**src/rtl/lcfi_pkg.sv**
```systemverilog
// Shared types, constants and helpers for the lossy counting frequent-item table.
// Used by lcfi_div, lcfi_cell and lossy_counting_frequent_items.
package lcfi_pkg;

  localparam int TABLE_ENTRIES = 64;
  localparam int IDX_W = $clog2(TABLE_ENTRIES);
  localparam int MAX_RESULTS = 64;
  localparam int KEY_W = 64;
  localparam int CNT_W = 48;
  localparam int DIV_W = 32;
  localparam logic [DIV_W-1:0] WINDOW_RESET = 32'd1000;
  localparam logic [CNT_W-1:0] COUNT_MAX = {CNT_W{1'b1}};

  localparam logic [2:0] ST_UPDATED = 3'd0;
  localparam logic [2:0] ST_ADMITTED = 3'd1;
  localparam logic [2:0] ST_REJECTED = 3'd2;
  localparam logic [2:0] ST_FULL = 3'd3;
  localparam logic [2:0] ST_REPORT = 3'd4;

  typedef enum logic {
    MODE_LOOKUP = 1'b0,
    MODE_SELECT = 1'b1
  } mode_t;

  typedef struct packed {
    logic act;
    mode_t mode;
    logic found;
    logic free_seen;
    logic [KEY_W-1:0] key;
    logic [CNT_W-1:0] cnt;
    logic [IDX_W-1:0] idx;
  } tok_t;

  typedef struct packed {
    logic clr;
    logic wr_hit;
    logic wr_new;
    logic prune;
    logic take;
    logic [KEY_W-1:0] wkey;
    logic [CNT_W-1:0] wcnt;
    logic [DIV_W-1:0] delta;
    logic [IDX_W-1:0] take_idx;
  } ctl_t;

  function automatic logic [CNT_W-1:0] sat_add(input logic [CNT_W-1:0] a,
                                               input logic [DIV_W-1:0] b);
    logic [CNT_W:0] s;
    s = {1'b0, a} + {{(CNT_W+1-DIV_W){1'b0}}, b};
    return s[CNT_W] ? COUNT_MAX : s[CNT_W-1:0];
  endfunction

endpackage

```
**src/rtl/lcfi_cell.sv**
```systemverilog
// One table slot of the frequent-item chain: holds a key and count and passes a token on.
// Depends on lcfi_pkg for the token and broadcast control types.
module lcfi_cell (
  input  logic                        clk,
  input  logic                        rst_n,
  input  logic [lcfi_pkg::IDX_W-1:0]  idx,
  input  lcfi_pkg::ctl_t              ctl,
  input  lcfi_pkg::tok_t              tok_in,
  output lcfi_pkg::tok_t              tok_out
);
  logic valid_r, hit_r, free_r, taken_r;
  logic [lcfi_pkg::KEY_W-1:0] key_r;
  logic [lcfi_pkg::CNT_W-1:0] cnt_r;
  lcfi_pkg::tok_t t, tok_r;
  logic hit_set, free_set;

  always_comb begin
    t = tok_in;
    hit_set = 1'b0;
    free_set = 1'b0;
    if (tok_in.act) begin
      if (tok_in.mode == lcfi_pkg::MODE_LOOKUP) begin
        if (valid_r) begin
          if (!tok_in.found && key_r == tok_in.key) begin
            t.found = 1'b1;
            t.cnt = cnt_r;
            hit_set = 1'b1;
          end
        end else if (!tok_in.free_seen) begin
          t.free_seen = 1'b1;
          free_set = 1'b1;
        end
      end else if (valid_r && !taken_r &&
                   (!tok_in.found || cnt_r > tok_in.cnt ||
                    (cnt_r == tok_in.cnt && key_r < tok_in.key))) begin
        t.found = 1'b1;
        t.cnt = cnt_r;
        t.key = key_r;
        t.idx = idx;
      end
    end
  end

  always_ff @(posedge clk) begin
    if (!rst_n) begin
      valid_r <= 1'b0;
      hit_r <= 1'b0;
      free_r <= 1'b0;
      taken_r <= 1'b0;
      tok_r.act <= 1'b0;
    end else begin
      tok_r <= t;
      if (ctl.clr) begin
        hit_r <= 1'b0;
        free_r <= 1'b0;
        taken_r <= 1'b0;
      end
      if (hit_set) hit_r <= 1'b1;
      if (free_set) free_r <= 1'b1;
      if (ctl.wr_hit && hit_r) cnt_r <= ctl.wcnt;
      if (ctl.wr_new && free_r) begin
        valid_r <= 1'b1;
        key_r <= ctl.wkey;
        cnt_r <= ctl.wcnt;
      end
      if (ctl.prune && valid_r &&
          cnt_r < {{(lcfi_pkg::CNT_W-lcfi_pkg::DIV_W){1'b0}}, ctl.delta}) begin
        valid_r <= 1'b0;
      end
      if (ctl.take && idx == ctl.take_idx) taken_r <= 1'b1;
    end
  end

  assign tok_out = tok_r;
endmodule

```
**config.mk**
```make
export PLATFORM = sky130hd
export DESIGN_NAME = lcfi_cell
export DESIGN_NICKNAME = d
export VERILOG_FILES = /design/src/rtl/lcfi_pkg.sv /design/src/rtl/lcfi_cell.sv
export SDC_FILE = /design/constraint.sdc
export NUM_CORES = 1
export LEC_CHECK = 0
export ABC_AREA = 0
export BUFFER_PORTS_ARGS = -buffer_cell sky130_fd_sc_hd__buf_2
export CORE_UTILIZATION = 35
export DETAILED_ROUTE_END_ITERATION = 6
export PLACE_DENSITY = 0.58
export SETUP_SLACK_MARGIN = 0.4
export SYNTH_ARGS = -nofsm -noshare
export SYNTH_HDL_FRONTEND = slang
export SYNTH_SLANG_ARGS = --single-unit
```
**constraint.sdc**
```tcl
create_clock -name clk -period 3.77 [get_ports clk]
set_input_delay 0.5655 -clock clk [delete_from_list [all_inputs] [get_ports clk]]
set_output_delay 0.5655 -clock clk [all_outputs]
set_load 0.01 [all_outputs]
```
Yosys cells after proc, flatten, opt, wreduce, memory -nomap -nowiden --
Cells that the tools add are included.
Operators by class: $lt $le $gt $ge 3, equality and inequality tests 3, muxes and demuxes 27, bitwise gates (word level) 1, reductions and logical operators 20
Operators with widths (number):
- $mux W48 | 5
- $mux W120 | 1
- $mux W118 | 1
- $eq A64 B64 Y1 | 1
- $lt A64 B64 Y1 | 1
- $mux W64 | 1
- $eq A48 B48 Y1 | 1
- $gt A48 B48 Y1 | 1
- $lt A48 B32 Y1 | 1
- $mux W1 | 18
- $logic_and A1 B1 Y1 | 9
- $reduce_bool A2 Y1 | 4
- $eq A6 B6 Y1 | 1
- $mux W6 | 1
- $reduce_and A2 Y1 | 2
- $logic_not A1 Y1 | 2
- $logic_or A1 B1 Y1 | 2
- $reduce_or A2 Y1 | 1
- $not A1 Y1 | 1
Word-level totals: bits in registers 238, input bits 285, output and inout bits 122, word-level logic and storage cells 67

Longest topological paths before layout --
depth after elaboration 7, gate-level depth with buffers 12, mapped depth without buffers 10

Worst setup path after synthesis --
No wires, ideal clock.
path type input port to flip-flop, from in ctl[152] (netlist bit), to reg cnt_r[0] (netlist bit), enable pin, setup time 0.460 ns, arrival 2.802 ns, required time 3.310 ns, setup slack 0.508 ns, stages 2, buffers on the path 0, cell sequence a22oi_1 nor2b_1
On the way: word-level cells in the longest chain between the ends 3
RTL lines:
- start, declared | RTL line lcfi_cell.sv:7 | input lcfi_pkg::ctl_t ctl,
- $logic_and A1 B1 Y1 | RTL line lcfi_cell.sv:61 | if (ctl.wr_new && free_r) begin
- $reduce_bool A2 Y1 (no line)
- $reduce_and A2 Y1 (no line)
- end signal, assigned | RTL line lcfi_cell.sv:60 | if (ctl.wr_hit && hit_r) cnt_r <= ctl.wcnt;
- end signal, assigned | RTL line lcfi_cell.sv:64 | cnt_r <= ctl.wcnt;
- end, declared | RTL line lcfi_cell.sv:13 | logic [lcfi_pkg::CNT_W-1:0] cnt_r;
No other way between the ends. A chain may end at the register's enable or synchronous reset.

==> results.rst <==
.. list-table::
   :header-rows: 1

   * - Metric
     - Value
   * - Gate power share
     - approximately a tenth
   * - Yosys warnings
     - 0
   * - Clock share of power
     - ~44%
   * - Internal power
     - 5.065 mW
   * - Largest family of logic cells by synthesized area
     - adder cells
   * - WS Path Type
     - flip-flop to flip-flop
   * - Setup-failing EPs final
     - 0
   * - Worst r2r path cells
     - 11
   * - Largest fanout on the critical path
     - 9
   * - TritonRoute pass-1 iters
     - 4
   * - Most frequent cells in the layout
     - sky130_fd_sc_hd__buf_2, sky130_fd_sc_hd__edfxtp_1, sky130_fd_sc_hd__inv_1
   * - Relative slew slack
     - 40.46%
   * - Sw Share
     - 22.60%
   * - Leak pwr
     - 7.544 nW
   * - Total power consumption of the routed design
     - around 6.5 mW
   * - CTS Root Buffer Type
     - sky130_fd_sc_hd__clkbuf_16
   * - Fmax
     - 302.7 MHz
   * - Instance count along the most critical hold path
     - 1
   * - Crit start category
     - flip-flop
   * - Die height
     - 191.7 um
   * - Worst Path Buf+Inv
     - 3
   * - Detail Route met2 WL
     - 17.41 mm
   * - Total number of nets in the final design
     - roughly 1800
   * - Clk slew on worst S/H paths
     - 60 ps
   * - CP peak stage delay
     - between 400 and 500 ps
   * - IO Port Bufs
     - 406
   * - Post-route ant nets
     - 0
   * - Cell breakdown of the critical path
     - ha_4 -> nand4_4 -> nor4_4 -> buf_4 -> o311a_1 -> o41ai_2 -> a211o_2 -> o211ai_4 -> buf_12 -> buf_16 -> mux2_2
   * - EDFF count, synth
     - 233
   * - Vias in the first global route
     - 9221
   * - Net switching power
     - 1.479 mW
   * - Count of different cell masters after synthesis
     - 58
   * - VDD IR-drop max
     - roughly 440 uV
   * - Topmost layer with routed signal wires
     - met5
   * - Final Slew Violations
     - 0
   * - Min Clock Period, post-route
     - 3303 ps
   * - Remaining Overflow, GRT
     - 0
   * - Post-synthesis async set-or-reset flop share
     - 0%
   * - Adder and majority gate portion of the synthesized area
     - 14.21%
   * - Crit path max-delay cell type
     - sky130_fd_sc_hd__edfxtp_1
   * - Synthesized area per cell
     - 13.80 um^2
   * - Critical path arrival
     - 3600 ps
   * - Share of power burned in registers
     - 46.4%
   * - Final hold violation count
     - 0
   * - Synth Area in Simple Gates
     - 5.854%
   * - Fraction of layout instances using a drive strength above 1
     - 43.99%
   * - Wire length of the first global-routing pass
     - 51.57 mm
   * - Detailed-route DRC error count
     - 0
   * - Layout Skew
     - 10.60 ps
   * - Post-detailed-route wirelength per cell
     - slightly below 20 um
   * - Net count after synthesis
     - 1340
   * - Clock tree buffer depth
     - 3
   * - Die width
     - 191.7 um
   * - Antenna violations before repair
     - 9
   * - Compound-cell area share of the yosys netlist
     - 6.421%
   * - Routed wire length
     - 35.62 mm
   * - Crit end category
     - flip-flop
   * - RSZ-0062 raised after global routing
     - yes
   * - Worst hold path class
     - input pin to flip-flop
   * - Beginning of the worst hold path
     - ctl[43]
   * - Multiplexer share of the synthesized area
     - 11.15%
   * - HPWL after DPL
     - roughly 27 mm
   * - Netlist area before placement
     - 12590 um^2
   * - GRT Resource Usage Total
     - 18.58%
   * - Largest delay contributor family on the critical path
     - compound AO/OA/AOI/OAI gates
   * - Total CTS buffers
     - 29
   * - Gate count of the mapped netlist
     - 912
   * - Critical Path Start
     - cnt_r[31]
   * - TritonCTS clock tree
     - built
   * - Worst-margin pin slew
     - 893.1 ps
   * - Final TNS setup
     - 0 ps
   * - H-tree Lvls
     - 1
   * - Effective utilization at floorplan
     - 35.48%
   * - Via count of the routed design
     - 8850
   * - Total number of placement rows
     - 69
   * - Drt via density
     - 4.789
   * - Detailed Route Iter0 Violations
     - 294
   * - CTS Hold Buffers Added
     - 0
   * - Run status
     - finished clean
   * - PD cells
     - 397.0 nW/um^2
   * - M1 wire length
     - 14.57 mm
   * - I/O pin count
     - 407
   * - Area of the die
     - 36730 um^2
   * - Post-synth top flop
     - sky130_fd_sc_hd__edfxtp_1
   * - Final RePlAce weighted congestion
     - 0.8503
   * - Parity-gate share of the synthesized area counting xor and xnor cells
     - 0.4175%
   * - Clock net sink count
     - 238
   * - Part of the cycle the worst path needs
     - 87.62%
   * - Total length of routed met3 wires
     - 2.863 mm
   * - Instance count on the critical path
     - 11
   * - Placed cells
     - 1778
   * - Sequential area share after synthesis
     - approximately 56%
   * - Core footprint
     - 35480 um^2
   * - Clock insertion delay at the later pin of the skew report
     - around 550 ps
   * - Flop and latch count out of synthesis
     - between 200 and 250
   * - Finished Layout Cells
     - about 1800
   * - Leading cell type in the layout, fill and taps excluded
     - sky130_fd_sc_hd__buf_2
   * - Max-cap violations
     - 0
   * - Worst EP required
     - 4070 ps
   * - Startpoint of the worst-slack reg-to-reg timing path
     - cnt_r[31]
   * - Largest net degree at the start of global routing
     - between 60 and 70
   * - Layout overhead on the synthesized area
     - 30.93%
-- cell usage after synthesis (all sizes together), types with 2 or more instances --
| cell type | instances | area share [%] |
|---|---|---|
| nand2b | 5 | 0.25 |
| dfxtp | 5 | 0.80 |
| o21ai | 20 | 0.80 |
| nand3 | 11 | 0.48 |
| nor2b | 7 | 0.35 |
| a221o | 2 | 0.16 |
| buf | 12 | 1.2 |
| a21oi | 48 | 1.9 |
| a21boi | 3 | 0.18 |
| and3 | 2 | 0.099 |
| o211ai | 3 | 0.33 |
| o21a | 2 | 0.12 |
| ha | 143 | 14 |
| nor3 | 6 | 0.28 |
| nor4 | 9 | 0.62 |
| a221oi | 2 | 0.14 |
| and4 | 5 | 0.35 |
| a21o | 31 | 1.8 |
| nor2 | 17 | 0.51 |
| nand2 | 20 | 0.60 |
| mux2 | 118 | 11 |
| inv | 148 | 4.4 |
| xor2 | 3 | 0.21 |
| nand4 | 32 | 1.7 |
| xnor2 | 3 | 0.21 |
| and2 | 2 | 0.099 |
| edfxtp | 233 | 56 |
-- routing by layer --
| metal | global-route usage (%) | vias up |
|---|---|---|
| li1 | - | 4311 |
| met1 | 21.93 | 4170 |
| met2 | 32.87 | 303 |
| met3 | 5.481 | 54 |
| met4 | 4.548 | 12 |
| met5 | 0 | - |
-- metrics by stage --
| step | setup WS (ps) | util, % | hold slack (ps) | area (um^2) |
|---|---|---|---|---|
| after floorplan | 508.5 | - | 536.0 | 12590 |
| after global placement | 40.34 | 42.88 | 556.7 | 15220 |
| after detailed placement | -29.98 | 42.88 | 575.0 | 15220 |
| after global routing | 357.9 | 46.43 | 159.7 | 16470 |
| after CTS | 394.7 | 45.75 | 146.7 | 16230 |
| final | 466.9 | 46.45 | 184.9 | 16480 |
-- cell families (layout without fill, tap and decap cells) --
kind of cell,after synthesis,count (layout)
flip-flops,238,238
multiplexers,118,118
adder cells (fa/ha/maj),143,143
XOR/XNOR,6,6
AND/OR/NAND/NOR,123,123
AO/OA/AOI/OAI,124,124
other,0,5
buffers and inverters,160,630
-- final timing paths --
kind / endpoint / slack [ps]
max: tok_out[77] / 470
min: cnt_r[5] / 180
min reg2reg: taken_r / 570
max reg2reg: tok_out[77] / 470
-- area by class of cell --
cell class                      instances  area [um^2]
Sequential cell                       238         7097
Clock buffer                           29        725.7
Timing Repair Buffer                  429         2399
Inverter                              148        555.5
Clock inverter                         24        240.2
Antenna cell                            5        12.51
Fill cell                            3274        19000
Multi-Input combinational cell        514         4876
Tap cell                              461        576.8
-- sequential cells by signal, summed over array words and instances (netlist names) --
register  flops
taken_r       1
valid_r       1
cnt_r        48
key_r        64
hit_r         1
free_r        1
tok_out     122
-- worst register-to-register path: stages (launching register included) --
cell,delay [ps]
sky130_fd_sc_hd__edfxtp_1,480
sky130_fd_sc_hd__ha_4,330
sky130_fd_sc_hd__nand4_4,140
sky130_fd_sc_hd__nor4_4,400
sky130_fd_sc_hd__buf_4,210
sky130_fd_sc_hd__o311a_1,210
sky130_fd_sc_hd__o41ai_2,110
sky130_fd_sc_hd__a211o_2,360
sky130_fd_sc_hd__o211ai_4,100
sky130_fd_sc_hd__buf_12,190
sky130_fd_sc_hd__buf_16,160
sky130_fd_sc_hd__mux2_2,370
-- power by group through the flow --
stage                     sequential (mW)  clock (mW)  combinational (mW)
final                                3.04        2.85               0.651
after floorplan                      3.13           0               0.255
after global placement               3.09           0               0.633
after CTS                            3.04        2.94               0.652
after global routing                 3.05        3.03               0.726
after detailed placement             3.09           0               0.646
-- what timing repair did --
action | in CTS | in global routing
resized for setup | 4 | 10
endpoints found under the setup margin | 118 | 118
pin swaps | 2 | 6
setup buffers | 1 | 4
endpoints found under the hold margin | 0 | 0
cloned | 1 | 6
Power figures use the tool's default switching activity.
