<file path="config.mk">
export PLATFORM = sky130hd
export DESIGN_NAME = lcfi_div
export DESIGN_NICKNAME = d
export VERILOG_FILES = /design/src/rtl/lcfi_pkg.sv /design/src/rtl/lcfi_div.sv
export SDC_FILE = /design/constraint.sdc
export NUM_CORES = 1
export LEC_CHECK = 0
export ABC_CLOCK_PERIOD_IN_PS = 3850
export BUFFER_PORTS_ARGS = -buffer_cell sky130_fd_sc_hd__clkbuf_2
export CAP_MARGIN = 20
export CORE_ASPECT_RATIO = 1.2
export CORE_UTILIZATION = 57
export DETAILED_ROUTE_END_ITERATION = 6
export PLACE_DENSITY = 0.89
export SLEW_MARGIN = 20
export SYNTH_ARGS = -nofsm -noshare
export SYNTH_HDL_FRONTEND = slang
export SYNTH_SLANG_ARGS = --single-unit
export TNS_END_PERCENT = 10
</file>
<file path="constraint.sdc">
create_clock -name clk -period 3.85 [get_ports clk]
set_input_delay 0.77 -clock clk [delete_from_list [all_inputs] [get_ports clk]]
set_output_delay 0.77 -clock clk [all_outputs]
set_load 0.01 [all_outputs]
</file>
<file path="src/rtl/lcfi_pkg.sv">
// Shared types, constants and helpers for the lossy counting frequent-item table.
// Used by lcfi_div, lcfi_cell and lossy_counting_frequent_items.
package lcfi_pkg;

  localparam int TABLE_ENTRIES = 64;
  localparam int IDX_W = $clog2(TABLE_ENTRIES);
  localparam int MAX_RESULTS = 64;
  localparam int KEY_W = 64;
  localparam int CNT_W = 48;
  localparam int DIV_W = 32;
  localparam logic [DIV_W-1:0] WINDOW_RESET = 32'd1000;
  localparam logic [CNT_W-1:0] COUNT_MAX = {CNT_W{1'b1}};

  localparam logic [2:0] ST_UPDATED = 3'd0;
  localparam logic [2:0] ST_ADMITTED = 3'd1;
  localparam logic [2:0] ST_REJECTED = 3'd2;
  localparam logic [2:0] ST_FULL = 3'd3;
  localparam logic [2:0] ST_REPORT = 3'd4;

  typedef enum logic {
    MODE_LOOKUP = 1'b0,
    MODE_SELECT = 1'b1
  } mode_t;

  typedef struct packed {
    logic act;
    mode_t mode;
    logic found;
    logic free_seen;
    logic [KEY_W-1:0] key;
    logic [CNT_W-1:0] cnt;
    logic [IDX_W-1:0] idx;
  } tok_t;

  typedef struct packed {
    logic clr;
    logic wr_hit;
    logic wr_new;
    logic prune;
    logic take;
    logic [KEY_W-1:0] wkey;
    logic [CNT_W-1:0] wcnt;
    logic [DIV_W-1:0] delta;
    logic [IDX_W-1:0] take_idx;
  } ctl_t;

  function automatic logic [CNT_W-1:0] sat_add(input logic [CNT_W-1:0] a,
                                               input logic [DIV_W-1:0] b);
    logic [CNT_W:0] s;
    s = {1'b0, a} + {{(CNT_W+1-DIV_W){1'b0}}, b};
    return s[CNT_W] ? COUNT_MAX : s[CNT_W-1:0];
  endfunction

endpackage

</file>
<file path="src/rtl/lcfi_div.sv">
// Restoring serial divider, one quotient bit per cycle.
// Depends on lcfi_pkg for the operand width.
module lcfi_div (
  input  logic                        clk,
  input  logic                        rst_n,
  input  logic                        start,
  input  logic [lcfi_pkg::DIV_W-1:0]  dividend,
  input  logic [lcfi_pkg::DIV_W-1:0]  divisor,
  output logic [lcfi_pkg::DIV_W-1:0]  quo,
  output logic                        done
);
  localparam int W = lcfi_pkg::DIV_W;

  logic [W-1:0] rem_r, q_r, dsr_r;
  logic [$clog2(W)-1:0] cnt_r;
  logic busy_r, done_r;
  logic [W:0] sh, diff;
  logic ge;

  always_comb begin
    sh = {rem_r, q_r[W-1]};
    diff = sh - {1'b0, dsr_r};
    ge = sh >= {1'b0, dsr_r};
  end

  always_ff @(posedge clk) begin
    if (!rst_n) begin
      busy_r <= 1'b0;
      done_r <= 1'b0;
      cnt_r <= '0;
    end else if (start) begin
      busy_r <= 1'b1;
      done_r <= 1'b0;
      cnt_r <= '0;
      rem_r <= '0;
      q_r <= dividend;
      dsr_r <= divisor;
    end else if (busy_r) begin
      rem_r <= ge ? diff[W-1:0] : sh[W-1:0];
      q_r <= {q_r[W-2:0], ge};
      cnt_r <= cnt_r + 1'b1;
      if (cnt_r == {$clog2(W){1'b1}}) begin
        busy_r <= 1'b0;
        done_r <= 1'b1;
      end
    end
  end

  assign quo = q_r;
  assign done = done_r;
endmodule

</file>
# --- Word level (Yosys, flattened, before mapping) ---
# Cells that the tools add are included.
totals:
  ff_bits: 103
  inputBits: 67
  output_inout_bits: 33
  wordCells: 23
op_classes:
  addsub: 2
  n_lt_le_gt_ge: 1
  n_eq_ne: 1
  n_mux: 7
  bitwise_logic: 1
  n_reduce_logical: 5
op_table:
  columns: ["cell", "n"]
  rows:
  - ["$mux 32", 4]
  - ["$ge 33x32->1", 1]
  - ["$sub 32x32->32", 1]
  - ["$reduce_and 2->1", 3]
  - ["$add 5x1->5 const B", 1]
  - ["$eq 5x5->1 const B", 1]
  - ["$mux 1", 3]
  - ["$reduce_bool 2->1", 1]
  - ["$reduce_or 2->1", 1]
  - ["$not 1->1", 1]

# --- Longest topological paths before layout ---
# Gate-level depths: netlist of run 1.
logic_depth:
  word_depth: 4
  ltp_mapped: 13
  depth_no_buf: 11

# --- Worst setup path after synthesis of run 1 ---
# No wires, ideal clock.
synth_timing:
  path_type: "register to register"
  start: "reg q_r[31] (netlist: quo[31])"
  end: "reg rem_r[26] (data pin)"
  setup_ns: 0.261
  arrival_time_ns: 2.770
  required_time_ns: 3.589
  path_slack_ns: 0.819
  path_stages_with_launch: 13
  period_less_slack_ns: 3.031
  path_cell_list: "edfxtp_1 -> inv_1 -> ha_1 -> fa_1 -> nand2b_1 -> a2111oi_4 -> o211ai_2 -> and2_4 -> buf_6 -> o311a_1 -> o31a_1 -> o211ai_1 -> o21ai_1"
synth_via:
  elab_chain_cells: 3
  word_cells_on_any_way: 4
  classes_between: "1 x add/sub; 1 x order compare; 2 x mux"
synth_lines:
  columns: ["item", "line", "rtl"]
  rows:
  - ["start: declaration", "lcfi_div.sv:14", "logic [W-1:0] rem_r, q_r, dsr_r;"]
  - ["start signal: assignment", "lcfi_div.sv:36", "q_r <= dividend;"]
  - ["start signal: assignment", "lcfi_div.sv:40", "q_r <= {q_r[W-2:0], ge};"]
  - ["$sub 32x32->32 / $ge 33x32->1 (equally long branches)", "lcfi_div.sv:22, lcfi_div.sv:23", null]
  - ["$mux 32 (*)", "lcfi_div.sv:39", "rem_r <= ge ? diff[W-1:0] : sh[W-1:0];"]
  - ["$mux 32 (*)", "lcfi_div.sv:38", "end else if (busy_r) begin"]
  - ["end signal: assignment", "lcfi_div.sv:39", null]
  - ["end: declaration", "lcfi_div.sv:14", null]
# Mark *: on every way between the ends. The rest lies on a longest branch, timed or not. The select of a mux whose other input is x is not followed.
# A chain may end at the register's enable or synchronous reset.

# --- Worst setup path in the final report of run 1 ---
layout_timing:
  start: "reg rem_r[25]"
  end: "reg rem_r[10] (data pin)"
layout_via:
  elab_chain_cells: 3
layout_lines:
  columns: ["item", "line", "rtl"]
  rows:
  - ["$ge 33x32->1", "lcfi_div.sv:23", "ge = sh >= {1'b0, dsr_r};"]
  - ["$mux 32", "lcfi_div.sv:39", null]
  - ["$mux 32", "lcfi_div.sv:38", null]
# No other way between the ends. The select of a mux whose other input is x is not followed.

==> results.md, run 1 <==
* Mapped Area at 6096 um^2
* DIE WIDTH at 96.41 um
* Max_slew headroom at a little over a third
* Largest net degree at the start of global routing at 56
* Worst Tran Pin Value at 0.9718 ns
* Clock insertion delay at the later pin of the skew report at approximately 0.35 ns
* Clk root buf: clkbuf_16
* Top Ports at 100
* Synth warnings at 0
* Clock transition at path regs at 0.07 ns
* Initial antenna violation count at 0
* Seq/Total Area, Yosys at 49.59%
* N_diodes at 0
* Cell taking the most area after synthesis: edfxtp_1
* Vias in the first global route at 4806
* Setup slack after layout at around 0.45 ns
* Finished Core Util at 66.91%
* Final Cycle Share at 88.40%
* Drc violations at 0
* Vias at roughly 4500
* Setup Skew at between 0.01 and 0.015 ns
* Core Box Area at 10470 um^2
* Drt pass-1 iters at 4
* Setup TNS at 0 ns
* Post-Syn Area per Cell at 11.27 um^2
* Fin. Hold Viols at 0
* Port Buffers at 99
* FF+latch count, synth at 103
* Hold Crit Start: done
* Area Overhead vs Synth at 14.86%
* Max_cap viols at 0
* Pwr per Cell Area at roughly 480 nW/um^2
* Worst path cell trace: ha_1 -> and2_1 -> nor2b_1 -> and3_1 -> nand2_1 -> a31o_1 -> a21oi_4 -> buf_4 -> mux2i_1 -> nor2_1
* Critical Path Start: rem_r[25]
* RSZ-0062 raised after global routing: false
* Fin. max-slew vios at 0
* Nets at 741
* Syn Nets at roughly 640
* Worst path slowest cell: a21oi_4
* Worst path max stage delay at 0.75 ns
* Routed WL at 13.43 mm
* Share of the synthesized area in the top cell type at around 47%
* Yosys cell types at 72
* Placed Area at 6675 um^2
* Post-DRT Antenna Nets at 0
* Initial Util at 58.25%
* Critical R2R Launch: rem_r[25]
* Top cells by area, synth: edfxtp_1 (47%), ha_1 (7.0%), mux2_2 (5.9%), nor2_1 (2.8%), mux2i_1 (2.8%)
* EDFF count, synth at 96
* Avg WL per Cell at 17.37 um
* Die ar. at 11110 um^2
* Critical path arrival at around 3.5 ns
* DPL Wire Length at 9.921 mm
* Critical Path Sink Type: flip-flop
* First-pass GRT wire length at about 22 mm
* Hold Crit Class: reg2reg
* Status: complete, no violations
* Die H at 115.3 um
* Number of CTS-inserted buffers at 9
* Worst vdd ir at 0.0002557 V
* Required time of the critical path at 3.95 ns
* Setup Viol. Count Final at 0
* Worst Path Max Fanout at 35
* Layout cells sized above 1 at 26.24%
* Top_reg_cell synth: edfxtp_1
* Overall power at approximately 3400 uW
* Rows at 41
* GRT Util Overall at 26.37%
* Post-CTS Setup Bufs at 0
* Clock sinks at 103
* CTS max path bufs at 2
* Dpl ws at 0.5162 ns
* GP Congestion at 0.9457
* DR vias/cell at 5.864
* Critical Path Source Type: flip-flop
* Setup Crit Path Kind: reg2reg
* Synth async-reset ratio at 0%
* CTS tree: yes
* Max H-tree Level at 3
* Post-Syn Instances at about 540
* Post-cts sizing count at 0
* Max Freq at 293.8 MHz
* Initial drt markers at 205
* Final min period at 3.403 ns
* Leakage at 0.002980 uW
* Post-CTS Hold Buffers at 0
* Layout fillers at 840
* Grt ovf at 0
* Final instance area at 7002 um^2
[worst paths after layout]
path	end	slack [ns]	cells past startpoint
worst min register to register	done	0.51	2
worst min-delay path	done	0.51	2
worst max-delay path	rem_r[10]	0.45	10
worst max register to register	rem_r[10]	0.45	10
[stage by stage]
step / hold WS, ns / cells
global route: 0.5618 / 773
CTS: 0.5133 / 773
global placement: 0.4650 / 757
detailed placement: 0.4882 / 757
floorplan: 0.4672 / 541
finish: 0.5074 / 773
[layout by cell type, fill, tap and decap left out, types with 11 or more instances in the layout]
cell type  synthesis  final
nand3_1           11     11
o21ai_0           15     15
a211oi_1          13     13
mux2_2            32     32
inv_1             42     42
a21o_1            12     12
a21oi_1           32     32
clkbuf_2           0     99
xnor2_1           14     14
edfxtp_1          96     96
xor2_1            11     11
nand2_1           33     33
nor2_1            46     46
mux2i_1           17     17
ha_1              34     34
[power by group]
group | leakage (uW) | switching, uW | internal [uW]
Combinational | 0.00184 | 550 | 406
Sequential | 0.000976 | 47.6 | 1350
Clock | 0.000164 | 427 | 579
[registers in the layout (all words and copies together), names as in the netlist]
signal	count
busy_r	1
cnt_r	5
done	1
dsr_r	32
quo	32
rem_r	32
[worst max-delay path: cells and delay by family, from the launching register on]
kind,cells,cell delay [ns]
buf+inv,1,0.32
simple gates,5,0.78
flops,1,0.42
compound gates,2,1.02
fa+ha+maj,1,0.40
mux,1,0.21
[Yosys cell counts, drive strengths merged (8+ instances only)]
cell and instances:
edfxtp 96, nor2 46, inv 42, a21oi 34, ha 34, nand2 34, mux2 32, o21ai 23
mux2i 17, a211oi 14, a21o 14, xnor2 14, buf 11, nand3 11, xor2 11, and2 10
nor3 8
[routing by layer]
layer | GRT usage [%] | part of all wire [%] | vias up | wire length, um
met5 | 0 | 0 | - | 0
met4 | 10.69 | 2.4 | 0 | 321
met3 | 5.159 | 4.8 | 26 | 649
met2 | 46.15 | 52 | 137 | 6979
met1 | 31.50 | 41 | 2173 | 5475
li1 | - | - | 2197 | -
[area by class of cell]
class / instances / area (um^2) / area share [%]
flip-flops and latches: 103 / 3023 / 43.17
multi-input cells: 378 / 2780 / 39.71
repair buffers: 105 / 553.0 / 7.898
clock buffers: 9 / 225.2 / 3.217
well taps: 129 / 161.4 / 2.305
inverters: 42 / 157.7 / 2.252
clock inverters: 7 / 101.3 / 1.447
[logic make-up (layout without fill, tap and decap cells)]
| family | count (synthesis) | count (layout) | share of synthesized area, % |
|---|---|---|---|
| flip-flops | 103 | 103 | 49.59 |
| adder cells (fa/ha/maj) | 35 | 35 | 7.307 |
| multiplexers | 49 | 49 | 8.703 |
| AND/OR/NAND/NOR | 147 | 147 | 12.11 |
| XOR/XNOR | 25 | 25 | 3.592 |
| buffers and inverters | 60 | 163 | 4.946 |
| AO/OA/AOI/OAI | 122 | 122 | 13.75 |
Power figures use the tool's default switching activity.
==> run 2: changes to the inputs <==
--- a/config.mk
+++ b/config.mk
@@ -11,6 +11,7 @@
 export CORE_ASPECT_RATIO = 1.2
 export CORE_UTILIZATION = 57
 export DETAILED_ROUTE_END_ITERATION = 6
+export MAX_ROUTING_LAYER = met4
 export PLACE_DENSITY = 0.89
 export SLEW_MARGIN = 20
 export SYNTH_ARGS = -nofsm -noshare
==> run 2 against run 1 <==
Against the previous run: register-to-register slack improved by 0.08 ns; final cell count rose by 0.26%; utilization did not move; die area did not move; final area did not move; largest power group unchanged.
==> results.md, run 2 (synthesis results as in run 1) <==
* Status: complete, no violations (unchanged)
* Worst path cell trace: inv_1 -> ha_1 -> fa_1 -> nand2b_1 -> a2111oi_4 -> o211ai_2 -> and2_4 -> o311a_1 -> o31a_1 -> o211ai_1 -> o21ai_1 (was ha_1 -> and2_1 -> nor2b_1 -> and3_1 -> nand2_1 -> a31o_1 -> a21oi_4 -> buf_4 -> mux2i_1 -> nor2_1)
* Switch Pwr at 1037 uW (was 1025 uW)
* Clk pwr share at 27.5% (was 30.0%)
* Setup TNS at 0 ns (unchanged)
* Commonest non-fill, non-tap cell in the layout: clkbuf_2 (unchanged)
* Setup slack after layout at 0.5261 ns (was 0.4466 ns)
* Required time of the critical path at 3.95 ns (about the same)
* Fin. Hold Viols at 0 (unchanged)
* GRT Util Overall at 27.49% (was 26.37%)
* Hold Crit Class: reg2reg (unchanged)
* Max_cap viols at 0 (unchanged)
* Worst path buffer plus inverter count at 1 (unchanged)
* Grt ovf at 0 (unchanged)
* Final std cells w/o fill at 775 (was 773)
* Worst vdd ir at 0.0002736 V (was 0.0002557 V)
* Fin. max-slew vios at 0 (unchanged)
* Setup Skew at 0.006551 ns (was 0.01285 ns)
* Final Cycle Share at 86.34% (was 88.40%)
* Largest net degree at the start of global routing at 55 (was 56)
* N_diodes at 0 (unchanged)
* Most frequent cells in the layout: clkbuf_2 (99), edfxtp_1 (96), nor2_1 (46) (unchanged)
* Worst Tran Pin Value at 0.5651 ns (was 0.9718 ns)
* Top Ports at 100 (unchanged)
* Drc violations at 0 (unchanged)
* Max_slew headroom at 62.24% (was 35.07%)
* DPL Wire Length at 10.02 mm (was 9.921 mm)
* Initial drt markers at 282 (was 205)
* Internal at 2265 uW (was 2336 uW)
* FF-to-FF path depth at 11 (was 10)
* Clk root buf: clkbuf_16 (unchanged)
* Clock transition at path regs at 0.07 ns (about the same)
* Post-cts sizing count at 0 (unchanged)
* Port Buffers at 99 (unchanged)
* Critical Path Sink Type: flip-flop (unchanged)
* CP top delay family: compound AO/OA/AOI/OAI gates (unchanged)
* Initial Util at 58.25% (unchanged)
* Final min period at 3.324 ns (was 3.403 ns)
* Setup Crit Path Kind: reg2reg (unchanged)
* Worst path slowest cell: fa_1 (was a21oi_4)
* Number of instances in the placed design at 758 (was 757)
* Post-CTS Hold Buffers at 0 (unchanged)
* Worst path max stage delay at 0.42 ns (was 0.75 ns)
* Worst Path Max Fanout at 6 (was 35)
* Max Freq at 300.8 MHz (was 293.8 MHz)
* Net Sw Frac at 31.40% (was 30.49%)
* CTS tree: yes (unchanged)
* Die ar. at 11110 um^2 (unchanged)
* Number of CTS-inserted buffers at 9 (unchanged)
* DIE WIDTH at 96.41 um (unchanged)
* Core Box Area at 10470 um^2 (unchanged)
* Endpoint, Worst Hold: cnt_r[3] (was done)
* Clock sinks at 103 (unchanged)
* Critical R2R Launch: quo[31] (was rem_r[25])
* Logic pwr share at 30.2% (was 28.4%)
* Layout cells sized above 1 at 26.16% (was 26.24%)
* Leakage at 0.002978 uW (was 0.002980 uW)
* FF-to-FF setup slack at 0.53 ns (was 0.45 ns)
* Hold Crit Start: cnt_r[3] (was done)
* Routed WL at 13.78 mm (was 13.43 mm)
* Clock insertion delay at the later pin of the skew report at 0.35 ns (about the same)
* FF-to-FF End: rem_r[26] (was rem_r[10])
* DR vias/cell at 5.919 (was 5.864)
* Area Overhead vs Synth at 14.86% (unchanged)
* Avg WL per Cell at 17.78 um (was 17.37 um)
* First-pass GRT wire length at 22.37 mm (was 22.38 mm)
* CTS max path bufs at 2 (unchanged)
* Dpl ws at 0.3428 ns (was 0.5162 ns)
* Vias in the first global route at 4785 (was 4806)
* Drt pass-1 iters at 5 (was 4)
* Post-DRT Antenna Nets at 0 (unchanged)
* Initial antenna violation count at 0 (unchanged)
* Sequential power share at 42.4% (was 41.6%)
* RSZ-0062 raised after global routing: false (unchanged)
* Critical Path Source Type: flip-flop (unchanged)
* Setup Viol. Count Final at 0 (unchanged)
* Pwr per Cell Area at 471.5 nW/um^2 (was 480.0 nW/um^2)
* Post-CTS Setup Bufs at 0 (unchanged)
* Max H-tree Level at 3 (unchanged)
* Rows at 41 (unchanged)
* Worst hold stages at 2 (unchanged)
* GP Congestion at 0.9316 (was 0.9457)
* Nets at 743 (was 741)
* Die H at 115.3 um (unchanged)
* Vias at 4587 (was 4533)
* Critical path arrival at 3.42 ns (was 3.50 ns)
==> run 2: changes by cell type in the layout (fill, tap and decap cells not counted), sizes merged <==
cell,change
clkbuf,+3
buf,+2
bufinv,-2
clkinv,-1
==> run 2: routing by layer <==
metal  track usage [%]  vias up  routed length [um]
li1                  -     2204                   -
met1             31.52     2193                5615
met2             47.47      163                7196
met3             4.894       27                 679
met4             10.39        0                 286
met5                 -        -                   0
==> run 2: worst register-to-register path, cell delays in order (launching register included) <==
cell and delay (ns):
edfxtp_1 0.39, inv_1 0.07, ha_1 0.23, fa_1 0.42, nand2b_1 0.22, a2111oi_4 0.38, o211ai_2 0.17, and2_4 0.20
o311a_1 0.38, o31a_1 0.31, o211ai_1 0.20, o21ai_1 0.10
==> run 2: through the flow <==
stage	instance area (um^2)	util, %	hold slack, ns	power, uW
finish	7002	66.91	0.5435	3302
global route	7002	66.91	0.5487	3460
CTS	6974	66.64	0.5480	3277
detailed placement	6683	63.86	0.4920	2377
global placement	6683	63.86	0.4652	2335
floorplan	6096	-	0.4672	2176
==> run 2: cell type report <==
class	count	area [um^2]
Fill cell	809	3463
Sequential cell	103	3023
Multi-Input combinational cell	378	2780
Timing Repair Buffer	107	588.1
Clock buffer	12	257.7
Tap cell	129	161.4
Inverter	42	157.7
Clock inverter	4	33.78
==> run 2: how the worst max path moves through the flow <==
stage                         start        end  slack [ns]  cells after the start
final                       quo[31]  rem_r[26]        0.53                     11
after global routing      rem_r[25]   rem_r[2]        0.38                     11
after CTS                 rem_r[25]   rem_r[5]        0.30                     10
after detailed placement  rem_r[25]   rem_r[5]        0.34                     10
after global placement    rem_r[24]   rem_r[4]        0.48                     10
after floorplan             quo[31]  rem_r[26]        0.82                     12
==> run 2: power by group through the flow <==
stage / Sequential [uW] / Clock (uW) / Combinational, uW
floorplan: 1420 / 0 / 757
finish: 1400 / 907 / 996
global placement: 1420 / 0 / 920
CTS: 1400 / 912 / 966
global route: 1410 / 961 / 1090
detailed placement: 1420 / 0 / 956
